`config.mk`:
```
export PLATFORM = sky130hd
export DESIGN_NAME = ppci_cordic_stage
export DESIGN_NICKNAME = d
export VERILOG_FILES = /design/src/rtl/ppci_pkg.sv /design/src/rtl/ppci_cordic_stage.sv
export SDC_FILE = /design/constraint.sdc
export NUM_CORES = 1
export LEC_CHECK = 0
export ABC_AREA = 1
export ABC_CLOCK_PERIOD_IN_PS = 50900
export BUFFER_PORTS_ARGS = -buffer_cell sky130_fd_sc_hd__buf_2
export CAP_MARGIN = 20
export CORE_ASPECT_RATIO = 1.2
export CORE_MARGIN = 10
export CORE_UTILIZATION = 30
export CTS_CLUSTER_DIAMETER = 100
export DETAILED_ROUTE_END_ITERATION = 10
export GPL_ROUTABILITY_DRIVEN = 0
export SLEW_MARGIN = 40
export SYNTH_ARGS = -nofsm -noshare
export SYNTH_HDL_FRONTEND = slang
export SYNTH_SLANG_ARGS = --single-unit
```
`constraint.sdc`:
```
create_clock -name aclk -period 50.9 [get_ports aclk]
set_input_delay 12.725 -clock aclk [delete_from_list [all_inputs] [get_ports aclk]]
set_output_delay 12.725 -clock aclk [all_outputs]
set_load 0.1 [all_outputs]
```
`src/rtl/ppci_pkg.sv`:
```
// Shared types, widths and the arctangent step table for the planar pose unit.
// Used by ppci_cordic_stage and planar_pose_compose_invert; depends on nothing.
package ppci_pkg;

    localparam int POS_W       = 32;   // Q16.16 position word
    localparam int ANGLE_BITS  = 16;   // one full turn = 2^ANGLE_BITS
    localparam int TRIG_FRAC   = 30;   // sine/cosine in Q2.30
    localparam int TRIG_W      = 34;   // CORDIC x/y width, headroom over Q2.30
    localparam int Z_W         = 33;   // residual angle, signed 32-bit binary angle sign-extended to 33 bits
    localparam int PROD_W      = TRIG_W + POS_W;
    localparam int SUM_W       = 64;
    localparam int RND_W       = SUM_W - TRIG_FRAC;
    localparam int TRIG_STAGES_DEF = 16;

    localparam int S_DATA_W = 160;     // six fields, already whole bytes
    localparam int M_DATA_W = 80;

    localparam logic signed [TRIG_W-1:0] CORDIC_GAIN = 34'sd652032874;

    localparam logic [31:0] ATAN_TABLE [32] = '{
        32'h20000000, 32'h12E4051E, 32'h09FB385B, 32'h051111D4,
        32'h028B0D43, 32'h0145D7E1, 32'h00A2F61E, 32'h00517C55,
        32'h0028BE53, 32'h00145F2F, 32'h000A2F98, 32'h000517CC,
        32'h00028BE6, 32'h000145F3, 32'h0000A2FA, 32'h0000517D,
        32'h000028BE, 32'h0000145F, 32'h00000A30, 32'h00000518,
        32'h0000028C, 32'h00000146, 32'h000000A3, 32'h00000051,
        32'h00000029, 32'h00000014, 32'h0000000A, 32'h00000005,
        32'h00000003, 32'h00000001, 32'h00000001, 32'h00000000
    };

    // rotation vector plus residual angle, and the quadrant fold flag
    typedef struct packed {
        logic signed [TRIG_W-1:0] x;
        logic signed [TRIG_W-1:0] y;
        logic signed [Z_W-1:0]    z;
        logic                     flip;
    } cordic_t;

    // operands that ride alongside the CORDIC
    typedef struct packed {
        logic                    invert;
        logic signed [POS_W-1:0] ax;
        logic signed [POS_W-1:0] ay;
        logic signed [POS_W-1:0] bx;
        logic signed [POS_W-1:0] by;
        logic [ANGLE_BITS-1:0]   theta;
    } side_t;

endpackage

```
`src/rtl/ppci_cordic_stage.sv`:
```
// One registered CORDIC rotation step with its own valid/ready slot.
// Depends on ppci_pkg for the vector and side-band types and the atan table.
module ppci_cordic_stage #(
    parameter int STAGE = 0
) (
    input  logic              aclk,
    input  logic              aresetn,
    input  logic              in_valid,
    output logic              in_ready,
    input  ppci_pkg::cordic_t in_vec,
    input  ppci_pkg::side_t   in_side,
    output logic              out_valid,
    input  logic              out_ready,
    output ppci_pkg::cordic_t out_vec,
    output ppci_pkg::side_t   out_side
);
    import ppci_pkg::*;

    logic                     valid_reg;
    cordic_t                  vec_reg, vec_next;
    side_t                    side_reg;
    logic signed [TRIG_W-1:0] x_in, y_in, dx, dy;
    logic signed [Z_W-1:0]    z_in, step;

    assign x_in = in_vec.x;
    assign y_in = in_vec.y;
    assign z_in = in_vec.z;
    assign dx   = y_in >>> STAGE;
    assign dy   = x_in >>> STAGE;
    assign step = $signed({1'b0, ATAN_TABLE[STAGE]});

    always_comb begin
        vec_next      = in_vec;
        if (!z_in[Z_W-1]) begin
            vec_next.x = x_in - dx;
            vec_next.y = y_in + dy;
            vec_next.z = z_in - step;
        end else begin
            vec_next.x = x_in + dx;
            vec_next.y = y_in - dy;
            vec_next.z = z_in + step;
        end
    end

    assign in_ready = !valid_reg || out_ready;

    always_ff @(posedge aclk) begin
        if (!aresetn) begin
            valid_reg <= 1'b0;
        end else if (in_ready) begin
            valid_reg <= in_valid;
        end
    end

    always_ff @(posedge aclk) begin
        if (in_ready && in_valid) begin
            vec_reg  <= vec_next;
            side_reg <= in_side;
        end
    end

    assign out_valid = valid_reg;
    assign out_vec   = vec_reg;
    assign out_side  = side_reg;

endmodule

```
==> impl_metrics.toml <==
[outcome]
status = "finished clean"

[synth]
synth_seq_cells = 247
synth_flop_cell = "edfxtp_1"
synth_top_area_share = 0.4989
synth_edf_count = 246
synth_warnings = 0
post_synth_num_cell_types = 47
async_flop_share = 0
synthTopCellsByArea = "edfxtp_1 (50%), nand2_1 (10%), ha_1 (8.5%)"
syn_inst = 1661
syn_nets = 2017
syn_area_um2 = 14810
yosysMostFrequentCell = "nand2_1"
syn_avg_cell_area_um2 = 8.914
yosysSeqAreaShare = 0.5003
synth_common_cells = "nand2_1 (405), edfxtp_1 (246), inv_1 (206), nor2_1 (140), nand3_1 (137)"
synth_top_area_cell = "edfxtp_1"

[routing]
vias = 14150
drc = 0
via_per_inst = 5.034
detail_route.first_pass.iterations = 6
drtIter0Drc = 1371
wirelength_um = 64610
postRouteAntennaNets = 0
wl_per_cell_um = 22.98

[worst_setup_path]
reg2reg_from = "out_valid"
start_kind = "input port"
critical_path_class = "input port to output port"
cp-end-kind = "output port"
r2r_slack_ps = 48610
rr_worst_depth = 3
worst_r2r_endpoint = "out_vec[36]"
required_ps = 38170
path_max_fanout = 2
arrival_ps = 13400

[layout]
final-instance-count-excl-fill = 2811
fin_nets = 2504
syn2layout_area_growth_pct = 26.89
stdcell_area_um2 = 18790
nFillCells = 4998
layout-drive-gt1-share = 0.2766

[global_routing]
antenna_found_initial = 12
grt-ovfl-total = 0
grt_max_degree = 161
grt_pass1_vias = 13900
grt_pass1_wl_um = 92060
grt_usage = 0.2087

[floorplan]
start_util = 0.3022
core_um2 = 49000
die_w_um = 222.8
num_rows = 89
io_pins = 500
fp.dieH_um = 263.4
die_area_um2 = 58680

[clock_network]
cts-buffers-inserted = 27
clockBufferDepth = 3
cts_htree_levels = 1
clk_pin_slew_ps = 60
root_buffer = "clkbuf_16"
cts_sinks = 247
cts_setup_buffers = 0
cts_hold_buffers = 0
clk-insertion-delay-late_ps = 560
cts_tree = "yes"
cts.repair.resized = 0

[timing]
slew_viol_final = 0
finalSetupViolCount = 0
worst_pin_slew_ps = 854.7
period_minus_slack_ps = 26120
hold_viol_final = 0
skew_ps = 25.67
slew_headroom = 0.4302
period_share = 0.5132
rsz0062_at_grt = "no"
max_freq_mhz = 38.28
setup_tns_ps = 0

[min_path]
hp-class = "flip-flop to flip-flop"
worstHoldStart = "out_valid"
hold_depth = 2
hold-path-endpoint = "out_valid"

[power_and_ir_drop]
finalPower_uw = 685.4
p_leak_uw = 0.008813
power_density_nw_per_um2 = 36.48
ir_worst_vdd_mv = 0.02281

[place]
portBuffers = 499
dp_hpwl_um = 53620
dpl.cell_count = 2755
placed_cell_area_um2 = 17850

[flow_run]
maxCapViolations = 0
per-layer routing:
layer,share of wire,vias up,GRT usage
li1,-,6542,-
met1,0.36,6723,0.2293
met2,0.52,752,0.3899
met3,0.082,122,0.04190
met4,0.035,12,0.06910
met5,0.0011,-,0
where the power goes:
group	internal [µW]	total, µW	switching, µW
clock network	115	200	84.1
registers	244	248	3.92
logic	44.4	238	194
total	403	685	282
worst max-delay path by stage:
| stage | cells after the start | to | slack, ps | startpoint |
|---|---|---|---|---|
| after CTS | 4 | in_ready | 24770 | out_ready |
| after detailed placement | 4 | in_ready | 24770 | out_ready |
| after global placement | 4 | in_ready | 24750 | out_ready |
| final | 4 | in_ready | 24780 | out_ready |
| after global routing | 4 | in_ready | 24750 | out_ready |
| after floorplan | 2 | in_ready | 24770 | out_ready |
state kept, by name, indices dropped and copies added (netlist names):
register / count
out_valid: 1
out_vec: 101
out_side: 145
layout by cell type, fill, tap and decap left out, types with 14 or more instances in the layout:
cell | netlist | layout
nand3_1 | 137 | 137
clkbuf_16 | 0 | 27
buf_2 | 13 | 499
ha_1 | 101 | 101
xor2_1 | 26 | 26
inv_1 | 206 | 206
a21oi_1 | 127 | 126
nor3_1 | 15 | 15
o21ai_0 | 80 | 80
o21ai_1 | 14 | 14
nand2_1 | 405 | 405
nor2_1 | 140 | 140
edfxtp_1 | 246 | 246
area by class of cell:
type	instances	area [µm²]	share of cell area
flip-flops and latches	247	7407	0.3942
multi-input cells	1157	6307	0.3357
repair buffers	504	2571	0.1369
well taps	637	797.0	0.04242
inverters	211	794.5	0.04229
clock buffers	34	711.9	0.03789
clock inverters	16	186.4	0.009923
diodes	5	12.51	0.0006660
critical path, stage by stage:
cell     delay, ps
buf_2           70
inv_1           60
nand2_1         80
buf_2          450
metrics by stage:
| stage | hold slack (ps) | util | worst slack [ps] |
|---|---|---|---|
| 3_5_place_dp | 582.5 | 0.3642 | 24770 |
| 6_report | 600.5 | 0.3835 | 24780 |
| 3_3_place_gp | 594.5 | 0.3642 | 24750 |
| 5_1_grt | 648.6 | 0.3834 | 24750 |
| 4_1_cts | 595.1 | 0.3826 | 24770 |
| 2_1_floorplan | 1704 | - | 24770 |
logic make-up after synthesis:
| group | after synthesis | share of synthesized area |
|---|---|---|
| buffers and inverters | 257 | 0.07453 |
| xor gates and xnor gates | 28 | 0.01656 |
| and+or+nand+nor | 748 | 0.2146 |
| AOI/OAI and AO/OA | 274 | 0.1020 |
| DFF | 247 | 0.5003 |
| adders and majority gates | 105 | 0.09076 |
| muxes | 2 | 0.001352 |
Note: power is estimated with default switching activity, not from simulation.
